$ cat src/rtl/assert_macros.svh
// ----------------------------------------------------------------------------
// assert_macros.svh
// Assertion helpers shared by the RTL files that carry checks
// ----------------------------------------------------------------------------
`ifndef ASSERT_MACROS_SVH
`define ASSERT_MACROS_SVH

// check sampled on clk, off while arst_n is low
`define ASSERT_CLK(label, prop, msg) \
	label: assert property (@(posedge clk) disable iff (!arst_n) prop) else $error(msg);

// check sampled on clk, live during reset as well
`define ASSERT_ALWAYS(label, prop, msg) \
	label: assert property (@(posedge clk) prop) else $error(msg);

`endif

$ cat src/rtl/xbug_pkg.sv
// ----------------------------------------------------------------------------
// xbug_pkg
// Shared types, constants and the xorshift step for the bounded generator
// ----------------------------------------------------------------------------
package xbug_pkg;

	localparam logic [31:0] SEED_RESET = 32'd42067420;
	localparam int unsigned SHIFT_A = 13;
	localparam int unsigned SHIFT_B = 17;
	localparam int unsigned SHIFT_C = 5;
	localparam logic [31:0] SIGN_BIAS = 32'h8000_0000;

	typedef logic [1:0] res_sel_t;
	localparam res_sel_t RES_LO  = 2'd0;
	localparam res_sel_t RES_RAW = 2'd1;
	localparam res_sel_t RES_SUM = 2'd2;

	localparam logic DIV_THR = 1'b0;
	localparam logic DIV_RAW = 1'b1;

	typedef struct packed {
		logic     seed_load;
		logic     load_req;
		logic     load_range;
		logic     div_start;
		logic     div_sel;
		logic     div_step;
		logic     draw;
		logic     out_load;
		res_sel_t res_sel;
	} cmd_t;

	typedef struct packed {
		logic range_one;
		logic range_zero;
		logic div_last;
		logic below_thr;
		logic out_free;
	} sts_t;

	function automatic logic [31:0] next_word(input logic [31:0] w);
		logic [31:0] x;
		x = w;
		x = x ^ (x << SHIFT_A);
		x = x ^ (x >> SHIFT_B);
		x = x ^ (x << SHIFT_C);
		return x;
	endfunction

endpackage

$ cat src/rtl/xbug_dp.sv
// ----------------------------------------------------------------------------
// xbug_dp
// Datapath: bound registers, xorshift word, shared bit-serial remainder
// unit and the output register
// ----------------------------------------------------------------------------
`include "assert_macros.svh"

module xbug_dp (
	input  logic               clk,
	input  logic               arst_n,
	input  xbug_pkg::cmd_t     cmd,
	output xbug_pkg::sts_t     sts,
	input  logic               func,
	input  logic [31:0]        low_bound,
	input  logic [31:0]        high_bound,
	input  logic [31:0]        cfg_data,
	input  logic               out_stall,
	output logic               out_valid,
	output logic [31:0]        value
);

	logic [31:0] lo_q;
	logic [31:0] hi_q;
	logic [31:0] range_q;
	logic [31:0] gen_q;
	logic [31:0] raw_q;
	logic [31:0] rem_q;
	logic [31:0] dvd_q;
	logic [31:0] dvs_q;
	logic [4:0]  cnt_q;
	logic        out_valid_q;
	logic [31:0] value_q;

	logic [31:0] bias;
	logic        swap;
	logic [31:0] gen_next;
	logic [32:0] trial;
	logic        ge;
	logic [32:0] diff;
	logic [31:0] res;

	assign bias     = func ? 32'd0 : xbug_pkg::SIGN_BIAS;
	assign swap     = (low_bound ^ bias) > (high_bound ^ bias);
	assign gen_next = xbug_pkg::next_word(gen_q);
	assign trial    = {rem_q, dvd_q[31]};
	assign diff     = trial - {1'b0, dvs_q};
	assign ge       = trial >= {1'b0, dvs_q};

	always_comb begin
		case (cmd.res_sel)
			xbug_pkg::RES_LO:  res = lo_q;
			xbug_pkg::RES_RAW: res = raw_q;
			xbug_pkg::RES_SUM: res = lo_q + rem_q;
			default:           res = lo_q;
		endcase
	end

	// request registers, raw draw, remainder unit and output value register
	always_ff @(posedge clk) begin
		if (cmd.load_req) begin
			lo_q <= swap ? high_bound : low_bound;
			hi_q <= swap ? low_bound : high_bound;
		end
		if (cmd.load_range) begin
			range_q <= hi_q - lo_q + 32'd1;
		end
		if (cmd.draw) begin
			raw_q <= gen_next;
		end
		if (cmd.div_start) begin
			rem_q <= '0;
			dvs_q <= range_q;
			dvd_q <= (cmd.div_sel == xbug_pkg::DIV_RAW) ? raw_q : (32'd0 - range_q);
		end else if (cmd.div_step) begin
			rem_q <= ge ? diff[31:0] : trial[31:0];
			dvd_q <= {dvd_q[30:0], 1'b0};
		end
		if (cmd.out_load) begin
			value_q <= res;
		end
	end

	always_ff @(posedge clk or negedge arst_n) begin
		if (!arst_n) begin
			gen_q       <= xbug_pkg::SEED_RESET;
			cnt_q       <= '0;
			out_valid_q <= 1'b0;
		end else begin
			if (cmd.seed_load) begin
				gen_q <= (cfg_data == 32'd0) ? 32'd1 : cfg_data;
			end else if (cmd.draw) begin
				gen_q <= gen_next;
			end
			if (cmd.div_start) begin
				cnt_q <= '0;
			end else if (cmd.div_step) begin
				cnt_q <= cnt_q + 5'd1;
			end
			if (cmd.out_load) begin
				out_valid_q <= 1'b1;
			end else if (!out_stall) begin
				out_valid_q <= 1'b0;
			end
		end
	end

	assign sts.range_one  = (range_q == 32'd1);
	assign sts.range_zero = (range_q == 32'd0);
	assign sts.div_last   = (cnt_q == 5'd31);
	assign sts.below_thr  = (raw_q < rem_q);
	assign sts.out_free   = !out_valid_q || !out_stall;

	assign out_valid = out_valid_q;
	assign value     = value_q;

	`ASSERT_ALWAYS(a_gen_nonzero, arst_n |-> (gen_q != 32'd0), "generator word reached zero")
	`ASSERT_CLK(a_rem_bounded, (cmd.div_step && sts.div_last) |=> (rem_q < dvs_q),
		"remainder not below divisor")

endmodule

$ cat src/rtl/xbug_ctrl.sv
// ----------------------------------------------------------------------------
// xbug_ctrl
// Controller: sequences setup, threshold remainder, draw loop, final
// remainder and result hand-off
// ----------------------------------------------------------------------------
`include "assert_macros.svh"

module xbug_ctrl (
	input  logic               clk,
	input  logic               arst_n,
	input  logic               in_valid,
	output logic               in_stall,
	input  logic               cfg_valid,
	output logic               cfg_ready,
	input  xbug_pkg::sts_t     sts,
	output xbug_pkg::cmd_t     cmd
);

	localparam logic [2:0] ST_IDLE  = 3'd0;
	localparam logic [2:0] ST_SETUP = 3'd1;
	localparam logic [2:0] ST_CLASS = 3'd2;
	localparam logic [2:0] ST_THR   = 3'd3;
	localparam logic [2:0] ST_DRAW  = 3'd4;
	localparam logic [2:0] ST_CHECK = 3'd5;
	localparam logic [2:0] ST_MOD   = 3'd6;
	localparam logic [2:0] ST_FIN   = 3'd7;

	logic [2:0]          state_q;
	logic [2:0]          state_d;
	logic                full_q;
	logic                full_d;
	xbug_pkg::res_sel_t  sel_q;
	xbug_pkg::res_sel_t  sel_d;

	always_comb begin
		state_d = state_q;
		full_d  = full_q;
		sel_d   = sel_q;
		cmd     = '0;
		cmd.res_sel   = sel_q;
		cmd.seed_load = cfg_valid && (state_q == ST_IDLE);
		case (state_q)
			ST_IDLE: begin
				if (in_valid) begin
					cmd.load_req = 1'b1;
					state_d      = ST_SETUP;
				end
			end
			ST_SETUP: begin
				cmd.load_range = 1'b1;
				state_d        = ST_CLASS;
			end
			ST_CLASS: begin
				if (sts.range_one) begin
					sel_d   = xbug_pkg::RES_LO;
					state_d = ST_FIN;
				end else if (sts.range_zero) begin
					full_d  = 1'b1;
					state_d = ST_DRAW;
				end else begin
					full_d        = 1'b0;
					cmd.div_start = 1'b1;
					cmd.div_sel   = xbug_pkg::DIV_THR;
					state_d       = ST_THR;
				end
			end
			ST_THR: begin
				cmd.div_step = 1'b1;
				if (sts.div_last) begin
					state_d = ST_DRAW;
				end
			end
			ST_DRAW: begin
				cmd.draw = 1'b1;
				state_d  = ST_CHECK;
			end
			ST_CHECK: begin
				if (full_q) begin
					sel_d   = xbug_pkg::RES_RAW;
					state_d = ST_FIN;
				end else if (sts.below_thr) begin
					state_d = ST_DRAW;
				end else begin
					cmd.div_start = 1'b1;
					cmd.div_sel   = xbug_pkg::DIV_RAW;
					state_d       = ST_MOD;
				end
			end
			ST_MOD: begin
				cmd.div_step = 1'b1;
				if (sts.div_last) begin
					sel_d   = xbug_pkg::RES_SUM;
					state_d = ST_FIN;
				end
			end
			ST_FIN: begin
				if (sts.out_free) begin
					cmd.out_load = 1'b1;
					state_d      = ST_IDLE;
				end
			end
			default: begin
				state_d = ST_IDLE;
			end
		endcase
	end

	always_ff @(posedge clk or negedge arst_n) begin
		if (!arst_n) begin
			state_q <= ST_IDLE;
			full_q  <= 1'b0;
			sel_q   <= xbug_pkg::RES_LO;
		end else begin
			state_q <= state_d;
			full_q  <= full_d;
			sel_q   <= sel_d;
		end
	end

	assign in_stall  = (state_q != ST_IDLE);
	assign cfg_ready = (state_q == ST_IDLE);

	`ASSERT_CLK(a_load_free, cmd.out_load |-> sts.out_free, "result loaded over a waiting result")
	`ASSERT_CLK(a_thr_to_draw, (state_q == ST_THR && sts.div_last) |=> (state_q == ST_DRAW),
		"threshold remainder did not lead to a draw")

endmodule

$ cat src/rtl/xorshift_bounded_uniform_generator_core.sv
// ----------------------------------------------------------------------------
// xorshift_bounded_uniform_generator_core
// Uniform integer in an inclusive signed or unsigned range, drawn from a
// 13/17/5 xorshift source with rejection of biased draws
// ----------------------------------------------------------------------------
//  channel  dir  handshake            payload
//  in       in   in_valid/in_stall    func, low_bound, high_bound
//  out      out  out_valid/out_stall  value
//  cfg      in   cfg_valid/cfg_ready  cfg_data (seed)
//
//  a general request runs setup, the threshold remainder, a draw and a check
//  per draw (each rejected draw is followed by another), the final
//  remainder and the hand-off, which waits while an earlier result is stalled
//  equal bounds skip both remainders and give low_bound; the full range gives the raw draw
//  reset loads seed 42067420; the seed is written only while idle
//  a new request is taken while a result waits under out_stall
// ----------------------------------------------------------------------------
module xorshift_bounded_uniform_generator_core (
	input  logic        clk,
	input  logic        arst_n,
	input  logic        in_valid,
	output logic        in_stall,
	input  logic        func,
	input  logic [31:0] low_bound,
	input  logic [31:0] high_bound,
	output logic        out_valid,
	input  logic        out_stall,
	output logic [31:0] value,
	input  logic        cfg_valid,
	output logic        cfg_ready,
	input  logic [31:0] cfg_data
);

	xbug_pkg::cmd_t cmd;
	xbug_pkg::sts_t sts;

	xbug_ctrl u_ctrl (
		.clk       (clk),
		.arst_n    (arst_n),
		.in_valid  (in_valid),
		.in_stall  (in_stall),
		.cfg_valid (cfg_valid),
		.cfg_ready (cfg_ready),
		.sts       (sts),
		.cmd       (cmd)
	);

	xbug_dp u_dp (
		.clk        (clk),
		.arst_n     (arst_n),
		.cmd        (cmd),
		.sts        (sts),
		.func       (func),
		.low_bound  (low_bound),
		.high_bound (high_bound),
		.cfg_data   (cfg_data),
		.out_stall  (out_stall),
		.out_valid  (out_valid),
		.value      (value)
	);

endmodule

$ cat config.mk
export PLATFORM = sky130hd
export DESIGN_NAME = xorshift_bounded_uniform_generator_core
export DESIGN_NICKNAME = d
export VERILOG_FILES = /design/src/rtl/xbug_pkg.sv /design/src/rtl/xbug_dp.sv /design/src/rtl/xbug_ctrl.sv /design/src/rtl/xorshift_bounded_uniform_generator_core.sv
export VERILOG_INCLUDE_DIRS = /design/src /design/src/rtl
export SDC_FILE = /design/constraint.sdc
export NUM_CORES = 1
export LEC_CHECK = 0
export ABC_AREA = 0
export BUFFER_PORTS_ARGS = -buffer_cell sky130_fd_sc_hd__buf_2
export CORE_MARGIN = 5
export CORE_UTILIZATION = 45
export DETAILED_ROUTE_END_ITERATION = 8
export PLACE_DENSITY = 0.59
export SLEW_MARGIN = 20
export SYNTH_ARGS = -nofsm -noshare
export SYNTH_HDL_FRONTEND = slang
export SYNTH_SLANG_ARGS = --single-unit
$ cat constraint.sdc
create_clock -name clk -period 4.1 [get_ports clk]
set_input_delay 0 -clock clk [delete_from_list [all_inputs] [get_ports clk]]
set_output_delay 0 -clock clk [all_outputs]
set_load 0.01 [all_outputs]
## Word level (Yosys, flattened, before mapping)

Cells that the tools add are included.

- Word-level logic and storage cells: 103
- Output and inout port bits: 35
- Bits in registers: 300
- Input bits: 102

- Bitwise gates (word level): 6
- Multiplexer cells: 41
- Eq/ne operators: 18
- Reductions and logical operators: 15
- Add/subtract/negate cells: 6
- Order comparisons: 3

Operator list:

| cell | number |
|---|---|
| $mux W32 | 10 |
| $xor A32 B32 Y32 | 4 |
| $logic_not A32 Y1 | 2 |
| $pmux W32 S2 | 1 |
| $sub A32 B32 Y32 | 2 |
| $ge A33 B32 Y1 | 1 |
| $add A32 B1 Y32 const B | 1 |
| $add A32 B32 Y32 | 1 |
| $eq A32 B1 Y1 const B | 1 |
| $gt A32 B32 Y1 | 1 |
| $lt A32 B32 Y1 | 1 |
| $sub A1 B32 Y32 const A | 1 |
| $xor A32 B15 Y32 | 1 |
| $pmux W3 S8 | 1 |
| $mux W3 | 7 |
| $mux W2 | 8 |
| $eq A3 B3 Y1 const B | 4 |
| $mux W1 | 10 |
| $mux W5 | 2 |
| $ne A2 B2 Y1 const B | 5 |
| $reduce_and A4 Y1 | 2 |
| $eq A3 B2 Y1 const B | 2 |
| $pmux W2 S3 | 1 |
| $reduce_bool A3 Y1 | 2 |
| 15 further kinds | 18 |

## Longest topological paths before layout

- Word-level depth: 6
- Depth in mapped cells: 16
- Depth with buffers taken out: 16

## Modules after synthesis

A second synthesis with hierarchy kept.

- Cell total of the unflattened synthesis: 2027
- Area, all modules: 20329.5 um^2

By module, submodules not included:

| module | instances | cells each | area an instance (um^2) | seq. area each (um^2) |
|---|---|---|---|---|
| xbug_dp | 1 | 1975 | 19900.3 | 8334.2 |
| xbug_ctrl | 1 | 52 | 429.2 | 150.1 |

## Worst setup path after synthesis

OpenSTA, ideal clock, no wires.

- Kind: reg-to-reg
- Start: register u_ctrl.state_q[1]
- End: register u_dp.range_q[0] (enable)
- Cell stages (with the launch flop): 4
- Period minus slack after synthesis: 3427 ps
- Buffers on the path: 2
- Path slack: 673 ps
- Data required time: 3639 ps
- Arrival time: 2966 ps
- Setup time: 461 ps
- Cell sequence: dfrtp_1 -> clkbuf_1 -> clkbuf_1 -> nor3_1

- Cells in the longest elaborated chain, start to end: 2

RTL lines:

| item | RTL line | text |
|---|---|---|
| start, declared | xbug_ctrl.sv:28 | `logic [2:0] state_q;` |
| start signal, assigned | xbug_ctrl.sv:114 | `state_q <= state_d;` |
| $eq A3 B1 Y1 | xbug_ctrl.sv:42 | `case (state_q)` |
| $mux W1 | xbug_ctrl.sv:42 |  |
| end signal, assigned | xbug_dp.sv:65 | `range_q <= hi_q - lo_q + 32'd1;` |
| end, declared | xbug_dp.sv:24 | `logic [31:0] range_q;` |

Every way passes these cells.
A chain may end at the register's enable or synchronous reset.

## Worst setup path after layout

- Start: input port low_bound[9]
- End: register u_dp.hi_q[0] (data pin)

- Cells in the longest elaborated chain, start to end: 3

RTL lines:

| item | RTL line | text |
|---|---|---|
| start, declared | xorshift_bounded_uniform_generator_core.sv:24 | `input logic [31:0] low_bound,` |
| $xor A32 B32 Y32 | xbug_dp.sv:43 | `assign swap = (low_bound ^ bias) > (high_bound ^ bias);` |
| $gt A32 B32 Y1 | xbug_dp.sv:43 |  |
| $mux W32 | xbug_dp.sv:62 | `hi_q <= swap ? low_bound : high_bound;` |
| end signal, assigned | xbug_dp.sv:62 |  |
| end, declared | xbug_dp.sv:23 | `logic [31:0] hi_q;` |

Every way passes these cells.

==> Implementation_results.wiki <==
{| class="wikitable"
! Metric !! Value
|-
| 1st-pass router iterations || 5
|-
| Number of cell instances on the worst register-to-register path || 11
|-
| Number of DRC violations after detailed-routing iteration 0 || 1359
|-
| I/O Pins || 137
|-
| Post-DP HPWL || 44000 µm
|-
| Synth top area share || 0.336
|-
| Number of inserted diodes || 0
|-
| Sequential cell area || 8480 µm²
|-
| Cells on Worst Hold Path || 5
|-
| Share of layout cells above drive strength 1 || 0.119
|-
| Antenna-violating nets left || 0
|-
| Number of flip-flops and latches in the synthesized netlist || 300
|-
| Most common cell after layout, fill and taps aside || sky130_fd_sc_hd__edfxtp_1
|-
| Die outline area || 48900 µm²
|-
| Transition time at the pin with the least slew margin || 1.06 ns
|-
| Synthesized instance count || 1955
|-
| Synth Flop Type || sky130_fd_sc_hd__edfxtp_1
|-
| Global-route wire length before repair || 90200 µm
|-
| Clock buffer depth || 3
|-
| Aggregate negative setup slack || 0 ns
|-
| Die W || 221 µm
|-
| Final routed DRC violation total || 0
|-
| Time the final worst path needs with I/O delays and setup || 3.85 ns
|-
| Result of the run || finished clean
|-
| Antenna violations before repair || 0
|-
| Data required time of the critical path || 4.36 ns
|-
| Final net count || 2536
|-
| Cell row count || 77
|-
| Grt total ovfl || 0
|-
| Number of setup violations in the final report || 0
|-
| Critical path buffer and inverter count || 4
|-
| Number of global-route vias before repair || 15700
|-
| Post-synthesis cell area || 20000 µm²
|-
| Total vias in the final route || 16100
|-
| Number of buffers inserted during clock tree synthesis || 35
|-
| Nature of the critical path endpoint || flop
|-
| Worst clock skew || 0.0170 ns
|-
| Part of the cycle the worst path needs || 0.938
|-
| Gp weighted congestion || 0.932
|-
| Largest cells by area after synthesis || sky130_fd_sc_hd__edfxtp_1, sky130_fd_sc_hd__ha_1, sky130_fd_sc_hd__xnor2_1
|-
| Total nets after synthesis || 2253
|-
| Layout-stage area growth over the synthesis result || 19.6%
|-
| Clock network latency to the later pin of the worst-skew pair || 0.53 ns
|-
| Crit-path most repeated cell || sky130_fd_sc_hd__a21o_1
|-
| Drt total wl || 58400 µm
|-
| Maximum number of pins on one net before global-route repair || 66
|-
| Level count of the clock H-tree || 2
|-
| Slew Limit Headroom || 0.291
|-
| Clock transition at the registers of the reported paths || 0.06 ns
|-
| Min-Delay Endpoint || u_dp.gen_q[25]
|-
| Maximum Capacitance Violations || 0
|-
| Detail-routed net length per standard cell || 20.4 µm
|-
| Mean cell area of the mapped netlist || 10.3 µm²
|-
| Fill count || 3904
|-
| Proportion of synthesized flip-flops having asynchronous set or reset || 0.147
|-
| Signal arrival time at the worst endpoint || 4.10 ns
|-
| Number of enable-type register cells in the synthesized netlist || 224
|-
| Worst reg2reg path startpoint || u_dp.rem_q[0]
|-
| Achievable frequency || 0.260 GHz
|-
| Peak supply drop || 0.000389 V
|-
| Slowest cell on the critical path || sky130_fd_sc_hd__dlygate4sd3_1
|-
| Total power divided by cell area || 767 nW/µm²
|-
| Worst Setup Path Type || in -> reg
|-
| P_leak || 0.0105 µW
|-
| Number of synthesis warnings || 0
|-
| Number of buffers inserted by port buffering || 136
|-
| Cells traversed along the worst timing path || dlygate4sd3_1 -> buf_2 -> ha_1 -> a21o_1 -> a21o_1 -> a21o_1 -> a21o_1 -> a21o_1 -> a21o_1 -> a211o_1 -> a211oi_1 -> a31oi_4 -> buf_4 -> mux2_2 -> dlygate4sd3_1
|-
| CTS root buffer || sky130_fd_sc_hd__clkbuf_16
|-
| Flop-to-flop setup slack || 0.39 ns
|-
| Starting density of the core || 0.454
|-
| Worst R2R End || u_dp.value[16]
|-
| Unrepaired setup endpoints after global routing || no
|-
| Ratio of routed vias to standard cells || 5.62
|-
| CP max stage delay || 0.61 ns
|-
| Post-synthesis sequential area ratio || 0.423
|-
| Peak fanout along the critical path || 16
|-
| Total count of hold-check failures in the final report || 0
|-
| Overall global routing resource usage || 0.231
|-
| Number of setup buffers added after CTS || 0
|-
| Most used cells in the layout excluding fill and tap cells || sky130_fd_sc_hd__edfxtp_1, sky130_fd_sc_hd__ha_1, sky130_fd_sc_hd__inv_1, sky130_fd_sc_hd__nor2_1, sky130_fd_sc_hd__a21oi_1
|-
| # clock sinks || 300
|-
| TritonCTS clock tree || built
|-
| Pins Over Slew Limit || 0
|-
| Die height || 221 µm
|-
| Number of distinct standard cells referenced by the synthesized netlist || 84
|-
| Origin of the worst min-delay path || cfg_valid
|-
| Critical Path Start Type || primary input
|-
| Final non-filler cell total || 2855
|-
| Cell count after placement || 2659
|-
| CP delay by family, top || compound AO/OA/AOI/OAI gates
|-
| Area leader, netlist || sky130_fd_sc_hd__edfxtp_1
|-
| Worst min-delay path class || in -> reg
|-
| Multi-input logic area || 10700 µm²
|-
| Placeable Area || 44100 µm²
|}
## final cells by class
cell class	instances	area share
sequential	300	0.354
inverter	174	0.0272
timing repair buffer	311	0.0993
clock buffer	50	0.0414
tap	592	0.0309
clock inverter	12	0.00292
multi-input combinational	1416	0.444
## timing repair
action                     in CTS  in global routing
hold endpoints to repair      142                  0
hold buffers                  134                  0
setup endpoints to repair       0                  1
resized for setup               0                  1
## per-stage QoR
stage | total power (µW) | setup WS (ns) | utilization | hold slack (ns) | cell area [µm²]
finish | 18400 | 0.254 | 0.543 | 0.0581 | 24000
global route | 19600 | 0.0991 | 0.543 | 0.0600 | 24000
CTS | 18400 | 0.268 | 0.543 | 0.00992 | 24000
detailed placement | 15200 | 0.280 | 0.489 | 0.132 | 21600
global placement | 15100 | 0.287 | 0.489 | 0.138 | 21600
floorplan | 12300 | 0.673 | - | -0.296 | 20000
## tightest hold or removal path: stages
cell and delay (ns):
sky130_fd_sc_hd__buf_2 0.09, sky130_fd_sc_hd__nand2_1 0.05, sky130_fd_sc_hd__buf_4 0.21, sky130_fd_sc_hd__o22ai_1 0.15, sky130_fd_sc_hd__nor2_1 0.06
## synthesized netlist by cell type (28+ instances only)
master	n
sky130_fd_sc_hd__a21o_1	98
sky130_fd_sc_hd__a21oi_1	142
sky130_fd_sc_hd__clkbuf_1	42
sky130_fd_sc_hd__dfrtp_1	31
sky130_fd_sc_hd__dfxtp_1	32
sky130_fd_sc_hd__edfxtp_1	224
sky130_fd_sc_hd__ha_1	193
sky130_fd_sc_hd__inv_1	171
sky130_fd_sc_hd__mux2_1	63
sky130_fd_sc_hd__mux2i_1	32
sky130_fd_sc_hd__nand2_1	120
sky130_fd_sc_hd__nand4_1	28
sky130_fd_sc_hd__nor2_1	147
sky130_fd_sc_hd__o21ai_0	56
sky130_fd_sc_hd__o22ai_1	29
sky130_fd_sc_hd__xnor2_1	113
sky130_fd_sc_hd__xor2_1	69
## cells by family after synthesis
logic type / count (synthesis) / synth area share
mux: 99 / 0.0536
xor+xnor: 184 / 0.0818
fa+ha+maj: 196 / 0.123
buf+inv: 239 / 0.0474
compound gates: 512 / 0.170
flops: 300 / 0.423
simple gates: 425 / 0.100
## state kept, by name (all words and copies together), names as in the netlist
signal,count
u_dp.dvd_q,32
u_dp.hi_q,32
u_dp.out_valid,1
u_ctrl.state_q,3
u_dp.cnt_q,5
u_ctrl.full_q,1
u_dp.range_q,32
u_dp.raw_q,32
u_dp.gen_q,32
u_dp.value,32
u_dp.dvs_q,32
u_dp.rem_q,32
u_dp.lo_q,32
u_ctrl.sel_q,2
## power breakdown
group          total (µW)  internal [µW]  switching, µW
clock                2940           1690           1250
combinational        9350           3830           5520
sequential           6110           5010           1100
total               18400          10500           7880
## layer usage
| metal | global-route usage | wire (µm) | vias up |
|---|---|---|---|
| met4 | 0.0750 | 1930 | 0 |
| met3 | 0.0293 | 3900 | 99 |
| met5 | 0 | 0 | - |
| met2 | 0.350 | 25100 | 562 |
| met1 | 0.346 | 27400 | 7657 |
| li1 | - | - | 7741 |
## how the worst max path moves through the flow
stage                       from               end  slack [ns]  depth (start not counted)
6_report            low_bound[9]      u_dp.hi_q[0]        0.25                         15
5_1_grt             u_dp.lo_q[1]  u_dp.range_q[31]         0.1                         15
4_1_cts             u_dp.lo_q[1]  u_dp.range_q[31]        0.27                         15
3_5_place_dp        u_dp.lo_q[1]  u_dp.range_q[31]        0.28                         15
3_3_place_gp        u_dp.lo_q[1]  u_dp.range_q[31]        0.29                         15
2_1_floorplan  u_ctrl.state_q[1]   u_dp.range_q[0]        0.67                          3
No activity file was read; power rests on OpenSTA's default activity.
